<file path="config.mk">
export PLATFORM = sky130hd
export DESIGN_NAME = base64_stream_codec
export DESIGN_NICKNAME = d
export VERILOG_FILES = /design/src/rtl/core/b64sc_pkg.sv /design/src/rtl/core/b64sc_front.sv /design/src/rtl/core/b64sc_job_queue.sv /design/src/rtl/core/b64sc_back.sv /design/src/rtl/core/base64_stream_codec.sv
export SDC_FILE = /design/constraint.sdc
export NUM_CORES = 1
export LEC_CHECK = 0
export ABC_AREA = 0
export BUFFER_PORTS_ARGS = -buffer_cell sky130_fd_sc_hd__buf_2
export CORE_AREA = 2 2 162 164
export DETAILED_ROUTE_END_ITERATION = 12
export DIE_AREA = 0 0 164 166
export PLACE_DENSITY = 0.54
export SYNTH_ARGS = -nofsm -noshare
export SYNTH_HDL_FRONTEND = slang
export SYNTH_HIERARCHICAL = 1
export SYNTH_SLANG_ARGS = --single-unit
</file>
<file path="constraint.sdc">
create_clock -name clk -period 3.5 [get_ports clk]
set_clock_uncertainty 0.2 [all_clocks]
set_input_delay 0.7 -clock clk [delete_from_list [all_inputs] [get_ports clk]]
set_output_delay 0.7 -clock clk [all_outputs]
set_load 0.01 [all_outputs]
</file>
<file path="src/rtl/core/b64sc_pkg.sv">
// Package for the base64 stream codec: payload structs, the job passed from the
// front end to the back end, and the alphabet conversion functions.
// Depends on nothing; every other file of the codec refers to it by scoped names.
package b64sc_pkg;

	localparam logic MODE_ENCODE = 1'b0;
	localparam logic MODE_DECODE = 1'b1;

	localparam logic [7:0] PAD_CHAR = 8'h3D;
	localparam logic [6:0] SEXTET_PAD = 7'd64;
	localparam logic [6:0] SEXTET_BAD = 7'd127;

	typedef struct packed {
		logic [7:0] in_byte;
		logic       end_of_stream;
	} in_item_t;

	typedef struct packed {
		logic [7:0] out_byte;
		logic       out_error;
		logic       out_last;
	} result_t;

	typedef enum logic [1:0] {
		JOB_ENCODE,
		JOB_DECODE,
		JOB_ERROR
	} job_kind_t;

	// For an encode job, used is the number of real bytes (1..3) in the group;
	// for a decode job it is the number of bytes to emit (1..3).
	typedef struct packed {
		job_kind_t   kind;
		logic [1:0]  used;
		logic [23:0] bits;
	} job_t;

	function automatic logic [7:0] alphabet_char(input logic [5:0] v);
		logic [7:0] c;
		if (v < 6'd26) begin
			c = 8'(8'd65 + {2'b00, v});
		end else if (v < 6'd52) begin
			c = 8'(8'd71 + {2'b00, v});
		end else if (v < 6'd62) begin
			c = 8'({2'b00, v} - 8'd4);
		end else if (v == 6'd62) begin
			c = 8'h2B;
		end else begin
			c = 8'h2F;
		end
		return c;
	endfunction

	function automatic logic [6:0] sextet_of(input logic [7:0] c);
		logic [6:0] s;
		if (c >= 8'h41 && c <= 8'h5A) begin
			s = 7'(c - 8'h41);
		end else if (c >= 8'h61 && c <= 8'h7A) begin
			s = 7'(c - 8'd71);
		end else if (c >= 8'h30 && c <= 8'h39) begin
			s = 7'(c + 8'd4);
		end else if (c == 8'h2B) begin
			s = 7'd62;
		end else if (c == 8'h2F) begin
			s = 7'd63;
		end else if (c == PAD_CHAR) begin
			s = SEXTET_PAD;
		end else begin
			s = SEXTET_BAD;
		end
		return s;
	endfunction

endpackage

</file>
<file path="src/rtl/core/b64sc_front.sv">
// Front end of the base64 stream codec: holds the mode register and the open
// group, classifies each accepted byte and issues at most one job per transaction.
// Depends on b64sc_pkg.
module b64sc_front (
	input  logic                clk,
	input  logic                arst_n,
	input  logic                cfg_write,
	input  logic                cfg_data,
	input  logic                accept,
	input  b64sc_pkg::in_item_t item,
	output logic                job_valid,
	output b64sc_pkg::job_t     job
);

	logic        mode_q;
	logic [17:0] group_bits_q;
	logic [1:0]  group_count_q;
	logic        halted_q;
	logic [1:0]  pad_seen_q;

	logic [17:0] group_bits_d;
	logic [1:0]  group_count_d;
	logic        halted_d;
	logic [1:0]  pad_seen_d;

	logic [2:0]  enc_cnt;
	logic [23:0] enc_bits;
	logic [6:0]  sextet;
	logic [5:0]  sextet_val;
	logic [1:0]  pad_next;

	always_comb begin
		group_bits_d  = group_bits_q;
		group_count_d = group_count_q;
		halted_d      = halted_q;
		pad_seen_d    = pad_seen_q;
		job_valid     = 1'b0;
		job.kind      = b64sc_pkg::JOB_ENCODE;
		job.used      = 2'd0;
		job.bits      = 24'd0;
		enc_cnt       = {1'b0, group_count_q} + 3'd1;
		enc_bits      = {group_bits_q[15:0], item.in_byte};
		sextet        = b64sc_pkg::sextet_of(item.in_byte);
		sextet_val    = sextet[5:0];
		pad_next      = pad_seen_q;

		if (mode_q == b64sc_pkg::MODE_ENCODE) begin
			if (enc_cnt == 3'd3 || item.end_of_stream) begin
				job_valid = 1'b1;
				job.kind  = b64sc_pkg::JOB_ENCODE;
				job.used  = enc_cnt[1:0];
				// Left-align a short group so the missing bytes read as zero.
				unique case (enc_cnt)
					3'd1:    job.bits = {enc_bits[7:0], 16'd0};
					3'd2:    job.bits = {enc_bits[15:0], 8'd0};
					default: job.bits = enc_bits;
				endcase
				group_bits_d  = 18'd0;
				group_count_d = 2'd0;
			end else begin
				group_bits_d  = {2'b00, enc_bits[15:0]};
				group_count_d = enc_cnt[1:0];
			end
		end else if (!halted_q) begin
			if (sextet == b64sc_pkg::SEXTET_BAD
					|| (sextet == b64sc_pkg::SEXTET_PAD && group_count_q < 2'd2)) begin
				job_valid     = 1'b1;
				job.kind      = b64sc_pkg::JOB_ERROR;
				job.used      = 2'd1;
				group_bits_d  = 18'd0;
				group_count_d = 2'd0;
				pad_seen_d    = 2'd0;
				halted_d      = 1'b1;
			end else begin
				if (sextet == b64sc_pkg::SEXTET_PAD) begin
					pad_next   = pad_seen_q | ((group_count_q == 2'd2) ? 2'b10 : 2'b01);
					sextet_val = 6'd0;
				end
				if (group_count_q == 2'd3) begin
					job_valid = 1'b1;
					job.kind  = b64sc_pkg::JOB_DECODE;
					job.bits  = {group_bits_q, sextet_val};
					if (pad_next[1]) begin
						job.used = 2'd1;
					end else if (pad_next[0]) begin
						job.used = 2'd2;
					end else begin
						job.used = 2'd3;
					end
					group_bits_d  = 18'd0;
					group_count_d = 2'd0;
					pad_seen_d    = 2'd0;
				end else begin
					group_bits_d  = {group_bits_q[11:0], sextet_val};
					group_count_d = 2'(group_count_q + 2'd1);
					pad_seen_d    = pad_next;
				end
			end
		end

		if (item.end_of_stream) begin
			group_bits_d  = 18'd0;
			group_count_d = 2'd0;
			halted_d      = 1'b0;
			pad_seen_d    = 2'd0;
		end

		if (!accept) begin
			job_valid = 1'b0;
		end
	end

	always_ff @(posedge clk or negedge arst_n) begin
		if (!arst_n) begin
			mode_q        <= b64sc_pkg::MODE_ENCODE;
			group_bits_q  <= 18'd0;
			group_count_q <= 2'd0;
			halted_q      <= 1'b0;
			pad_seen_q    <= 2'd0;
		end else if (cfg_write) begin
			// A mode change starts a fresh stream.
			mode_q        <= cfg_data;
			group_bits_q  <= 18'd0;
			group_count_q <= 2'd0;
			halted_q      <= 1'b0;
			pad_seen_q    <= 2'd0;
		end else if (accept) begin
			group_bits_q  <= group_bits_d;
			group_count_q <= group_count_d;
			halted_q      <= halted_d;
			pad_seen_q    <= pad_seen_d;
		end
	end

endmodule

</file>
<file path="src/rtl/core/b64sc_job_queue.sv">
// Short job queue between the front and back ends of the base64 stream codec.
// Depends on b64sc_pkg for the job struct.
module b64sc_job_queue #(
	parameter int DEPTH = 4
) (
	input  logic            clk,
	input  logic            arst_n,
	input  logic            wr_en,
	input  b64sc_pkg::job_t wr_job,
	output logic            full,
	input  logic            rd_en,
	output logic            rd_valid,
	output b64sc_pkg::job_t rd_job
);

	localparam int PtrW = (DEPTH > 1) ? $clog2(DEPTH) : 1;
	localparam int CntW = $clog2(DEPTH + 1);
	localparam logic [PtrW-1:0] LastPtr = PtrW'(DEPTH - 1);

	b64sc_pkg::job_t entries_q [DEPTH];
	logic [PtrW-1:0] wr_ptr_q;
	logic [PtrW-1:0] rd_ptr_q;
	logic [CntW-1:0] count_q;

	assign full     = (count_q == CntW'(DEPTH));
	assign rd_valid = (count_q != '0);
	assign rd_job   = entries_q[rd_ptr_q];

	always_ff @(posedge clk) begin
		if (wr_en) begin
			entries_q[wr_ptr_q] <= wr_job;
		end
	end

	always_ff @(posedge clk or negedge arst_n) begin
		if (!arst_n) begin
			wr_ptr_q <= '0;
			rd_ptr_q <= '0;
			count_q  <= '0;
		end else begin
			if (wr_en) begin
				wr_ptr_q <= (wr_ptr_q == LastPtr) ? '0 : PtrW'(wr_ptr_q + 1'b1);
			end
			if (rd_en) begin
				rd_ptr_q <= (rd_ptr_q == LastPtr) ? '0 : PtrW'(rd_ptr_q + 1'b1);
			end
			if (wr_en && !rd_en) begin
				count_q <= CntW'(count_q + 1'b1);
			end else if (rd_en && !wr_en) begin
				count_q <= CntW'(count_q - 1'b1);
			end
		end
	end

endmodule

</file>
<file path="src/rtl/core/b64sc_back.sv">
// Back end of the base64 stream codec: expands each queued job into its result
// items into a registered output slot, one per cycle while it is empty or popped.
// Depends on b64sc_pkg.
module b64sc_back (
	input  logic               clk,
	input  logic               arst_n,
	input  logic               job_valid,
	input  b64sc_pkg::job_t    job,
	output logic               job_done,
	output logic               empty,
	input  logic               pop,
	output b64sc_pkg::result_t result
);

	logic [1:0]         idx_q;
	logic               out_valid_q;
	b64sc_pkg::result_t out_q;

	logic               load;
	logic [1:0]         last_idx;
	logic [5:0]         sextet;
	logic [7:0]         data_byte;
	b64sc_pkg::result_t next_res;

	assign load = job_valid && (!out_valid_q || pop);

	always_comb begin
		unique case (idx_q)
			2'd0: sextet = job.bits[23:18];
			2'd1: sextet = job.bits[17:12];
			2'd2: sextet = job.bits[11:6];
			2'd3: sextet = job.bits[5:0];
		endcase
		unique case (idx_q)
			2'd0:    data_byte = job.bits[23:16];
			2'd1:    data_byte = job.bits[15:8];
			default: data_byte = job.bits[7:0];
		endcase

		next_res.out_error = 1'b0;
		unique case (job.kind)
			b64sc_pkg::JOB_ENCODE: begin
				last_idx = 2'd3;
				// Characters past the real bytes become padding.
				next_res.out_byte = (idx_q > job.used) ? b64sc_pkg::PAD_CHAR
				                                       : b64sc_pkg::alphabet_char(sextet);
			end
			b64sc_pkg::JOB_DECODE: begin
				last_idx          = 2'(job.used - 2'd1);
				next_res.out_byte = data_byte;
			end
			default: begin
				last_idx           = 2'd0;
				next_res.out_byte  = 8'd0;
				next_res.out_error = 1'b1;
			end
		endcase
		next_res.out_last = (idx_q == last_idx);
		job_done          = load && next_res.out_last;
	end

	always_ff @(posedge clk or negedge arst_n) begin
		if (!arst_n) begin
			idx_q       <= 2'd0;
			out_valid_q <= 1'b0;
		end else begin
			if (load) begin
				out_valid_q <= 1'b1;
				idx_q       <= next_res.out_last ? 2'd0 : 2'(idx_q + 2'd1);
			end else if (pop) begin
				out_valid_q <= 1'b0;
			end
		end
	end

	always_ff @(posedge clk) begin
		if (load) begin
			out_q <= next_res;
		end
	end

	assign empty  = !out_valid_q;
	assign result = out_q;

endmodule

</file>
<file path="src/rtl/core/base64_stream_codec.sv">
// Base64 stream codec (RFC 4648), encode and decode selected by a mode register.
//
// Input channel: an item (one byte and an end-of-stream flag) is taken at a clock
// edge where push is high and full is low. Result channel: while empty is low the
// oldest result sits on result; it is taken at an edge where pop is high.
// Configuration: cfg_data (the mode, 0 encode, 1 decode) is written when cfg_valid
// and cfg_ready are high; cfg_ready is always high. Write it only while idle; a
// write also discards any open group and restarts the stream.
//
// The front end takes one item per cycle while full is low and turns each group
// into one job; the back end expands a job into one to four results at one
// result per cycle while its output slot is empty or popped. An item's job passes
// through the queue and then the registered output slot. Encoding is bound by the
// single result port, as three input items make four results; decoding sustains
// one item per cycle while results are taken.
// When the receiver stalls, jobs collect in a queue of QUEUE_DEPTH entries and full
// rises once every entry is occupied. After reset the mode is encode, all stream
// state is clear and both channels are empty.
module base64_stream_codec #(
	parameter int QUEUE_DEPTH = 4
) (
	input  logic                clk,
	input  logic                arst_n,
	input  logic                push,
	output logic                full,
	input  b64sc_pkg::in_item_t item,
	output logic                empty,
	input  logic                pop,
	output b64sc_pkg::result_t  result,
	input  logic                cfg_valid,
	output logic                cfg_ready,
	input  logic                cfg_data
);

	logic            accept;
	logic            cfg_write;
	logic            new_job_valid;
	b64sc_pkg::job_t new_job;
	logic            head_valid;
	b64sc_pkg::job_t head_job;
	logic            head_done;

	assign cfg_ready = 1'b1;
	assign cfg_write = cfg_valid && cfg_ready;
	assign accept    = push && !full;

	b64sc_front u_front (
		.clk       (clk),
		.arst_n    (arst_n),
		.cfg_write (cfg_write),
		.cfg_data  (cfg_data),
		.accept    (accept),
		.item      (item),
		.job_valid (new_job_valid),
		.job       (new_job)
	);

	b64sc_job_queue #(
		.DEPTH (QUEUE_DEPTH)
	) u_queue (
		.clk      (clk),
		.arst_n   (arst_n),
		.wr_en    (new_job_valid),
		.wr_job   (new_job),
		.full     (full),
		.rd_en    (head_done),
		.rd_valid (head_valid),
		.rd_job   (head_job)
	);

	b64sc_back u_back (
		.clk       (clk),
		.arst_n    (arst_n),
		.job_valid (head_valid),
		.job       (head_job),
		.job_done  (head_done),
		.empty     (empty),
		.pop       (pop),
		.result    (result)
	);

endmodule
</file>
==> results.md <==
* Outcome: completed
* Max Cap Viol at 0
* Worst-Margin Slew at 0.867 ns
* Logic pwr share at 42.6%
* DIE AREA at 27200 sq um
* Count of buffers from port buffering at 26
* DRT Wirelength at 20.9 mm
* Cell area after synthesis at 8240 sq um
* Worst slew margin at 42.2%
* CP max FO at 4
* Synth async-reset ratio at 21.8%
* Post-route cell area at 10300 sq um
* Slowest stage cell, crit path: fa_2
* Clock Latency Late Sink at 0.43 ns
* Placed inst area at 9390 sq um
* Setup ws final at 0.0630 ns
* Unrepaired setup endpoints after global routing: yes
* Global-route wire length before repair at 32.8 mm
* Syn_area_per_cell at 12.8 sq um
* Sequential area share after synthesis at 54.8%
* Most used cell, CP: buf_6
* Flops & latches, synth at 156
* H-tree depth at 4
* Via density at 5.35
* Syn Inst Count at 646
* Setup WS pre-CTS at -0.642 ns
* Synth Flop Type: edfxtp_1
* CTS Buf Count at 17
* Top delay family on crit path: simple AND/OR/NAND/NOR gates
* Placer Congestion at 0.880
* Area growth from synthesis to layout at 25.0%
* Hold Crit Class: in -> async
* Clock group share of total power at 25.1%
* Drt pass-1 iters at 5
* IO Pins at 28
* Crit. End Element: flop
* Tot GR Track Use at 15.8%
* Slowest stage delay, CP at 0.33 ns
* Share of layout cells above drive strength 1 at 32.0%
* Mapped Nets at 688
* Fmax at 0.291 GHz
* Worst path cell trace: buf_6, buf_6, ha_2, a21oi_4, and4b_1, buf_6, nor3_4, a31oi_4, nor4_2, buf_4, a2bb2oi_4, a21oi_4, ha_4, inv_2, fa_2, xor2_1, nor2_1, xor2_1
* FP Rows at 59
* Clock-pin slew on the worst setup and hold paths at 0.06 ns
* Cell leakage power at 0.00386 uW
* Die height at 166 um
* Final nets at 788
* Hold Buf Count CTS at 0
* Inserted Diodes at 0
* Root Buffer Master: clkbuf_16
* Final Util at 40.2%
* Vias at 5853
* Critical path startpoint category: primary input
* Peak VDD IR at 0.000416 V
* Antenna-violating nets left at 0
* Buffers & Inverters on Critical Path at 5
* Pwr Total at 7420 uW
* Arrival time worst endpoint at 3.59 ns
* Slew Viols, Final at 0
* Initial Utilization at 32.2%
* Final period util at 98.2%
* Core area at 25600 sq um
* Via count of the first global-routing pass at 5837
* Synth warnings at 6
* Setup TNS at 0 ns
* Detailed Place HPWL at 15.0 mm
* EDFF count, synth at 122
* Netlist cell types at 79
* Clock Path Buffers at 2
* PwrDens at 720 nW/um^2
* Die W at 164 um
* DRC at 0
* CP required at 3.66 ns
* Largest net degree at the start of global routing at 35
* Critical path type: in -> reg
* Sw Ratio at 35.9%
* DRT iter0 DRCs at 479
* Gr ovfl total at 0
* Net Sw Power at 2660 uW
* Sequential share of power at 32.3%
* Final setup vio count at 0
* Int Pwr at 4760 uW
* Final min period at 3.44 ns
* Initial antenna violation count at 0
* Clock sinks at 156
* CTS tree: done
* Average wire per standard cell at 19.1 um
* Final hold vios at 0
registers in the layout, summed over array words and instances, names as in the netlist, 2 cells and up:
| signal | cells |
|---|---|
| u_front/group_count_q | 2 |
| u_front/pad_seen_q | 2 |
| u_back/result | 10 |
| u_queue/entries_q | 112 |
| u_queue/wr_ptr_q | 2 |
| u_back/idx_q | 2 |
| u_front/group_bits_q | 18 |
| u_queue/rd_ptr_q | 2 |
| u_queue/count_q | 3 |
path summary, 6_finish.rpt:
check	start	end	slack, ns	depth (start not counted)
worst max-delay path	item[3]	u_queue/count_q[2]	0.06	18
worst min-delay path	arst_n	u_back/idx_q[0]	0.17	1
worst min register to register	u_queue/count_q[2]	u_queue/count_q[2]	0.28	1
max in group asynchronous	arst_n	u_queue/rd_ptr_q[0]	2.33	1
min in group clk	u_queue/count_q[2]	u_queue/count_q[2]	0.28	1
worst max register to register	u_queue/rd_ptr_q[0]	u_queue/count_q[1]	0.11	11
synthesized netlist by cell type, types with 9 or more instances:
| master | number | share of area [%] |
|---|---|---|
| a21oi_1 | 28 | 1.7 |
| a22o_1 | 26 | 2.8 |
| a22oi_1 | 20 | 1.8 |
| and3_1 | 18 | 1.4 |
| buf_2 | 13 | 0.79 |
| clkbuf_1 | 21 | 0.96 |
| dfrtp_1 | 34 | 10 |
| edfxtp_1 | 122 | 44 |
| ha_1 | 26 | 3.9 |
| inv_1 | 37 | 1.7 |
| mux4_2 | 28 | 7.6 |
| nand2_1 | 37 | 1.7 |
| nand2b_1 | 9 | 0.68 |
| nand3_1 | 13 | 0.79 |
| nor2_1 | 22 | 1.0 |
| o21ai_0 | 32 | 1.9 |
metrics by stage:
step | cells | hold slack [ns]
after floorplan | 646 | 0.204
after global placement | 1044 | 0.268
after detailed placement | 1044 | 0.274
after CTS | 1077 | 0.205
after global routing | 1094 | 0.233
final | 1094 | 0.174
worst register-to-register path: stages (launching register included):
cell     delay [ns]
dfrtp_2        0.40
mux4_2         0.59
or3_1          0.36
o21ai_0        0.08
a31oi_1        0.10
o32ai_1        0.19
and2_1         0.34
inv_1          0.12
ha_4           0.18
inv_2          0.05
fa_2           0.41
mux2_2         0.26
cell usage in the layout (no fill, tap or decap), types with 4 or more instances in the layout:
cell type / count
edfxtp_1: 122
buf_4: 87
nand2_1: 35
dfrtp_1: 33
inv_1: 32
o21ai_0: 30
mux4_2: 28
a22o_1: 26
a21oi_1: 25
buf_2: 22
nor2_1: 21
ha_1: 20
a22oi_1: 19
and3_1: 18
clkbuf_16: 17
nand3_1: 12
buf_12: 10
nand2b_1: 9
a31oi_1: 8
o2bb2ai_1: 8
a221o_1: 8
buf_6: 7
nor2b_1: 7
nor3b_1: 5
a311oi_1: 5
ha_4: 5
inv_6: 4
mux2i_1: 4
nand4_1: 4
o21ai_1: 4
o21a_1: 4
and2_1: 4
mux2_2: 4
and2_2: 4
cell type report:
cell class	instances	area (sq um)
Tap cell	335	419
Multi-Input combinational cell	407	3560
Timing Repair Buffer	126	1040
Fill cell	2396	15300
Clock buffer	19	453
Inverter	38	160
Clock inverter	13	155
Sequential cell	156	4520
metal layers:
layer | up-vias | wire (um) | global-route usage (%) | share of wire (%)
met5 | - | 0 | 0 | 0
met4 | 0 | 404 | 5.07 | 1.9
met3 | 29 | 650 | 2.62 | 3.1
met2 | 134 | 10500 | 26.4 | 50
met1 | 2962 | 9390 | 20.8 | 45
li1 | 2728 | - | - | -
power groups by stage:
stage	Sequential [uW]	Clock, uW	Combinational [uW]
floorplan	2430	0	2170
detailed placement	2430	0	3120
CTS	2400	1910	3130
global placement	2420	0	3060
finish	2400	1860	3160
global route	2420	1970	3470
cells by family after synthesis:
logic type	share of synthesized area (%)
other	0.0455
adders and majority gates	4.19
and+or+nand+nor	10.1
muxes	8.86
buffers and inverters	4.75
AOI/OAI and AO/OA	16.8
xor gates and xnor gates	0.531
DFF	54.8
what timing repair did:
item / CTS / global route
endpoints found under the setup margin: 46 / 180
setup buffers: 1 / 19
gates cloned: 0 / 0
gates resized for setup: 7 / 34
pin swaps: 7 / 23
No activity file was read; power rests on OpenSTA's default activity.
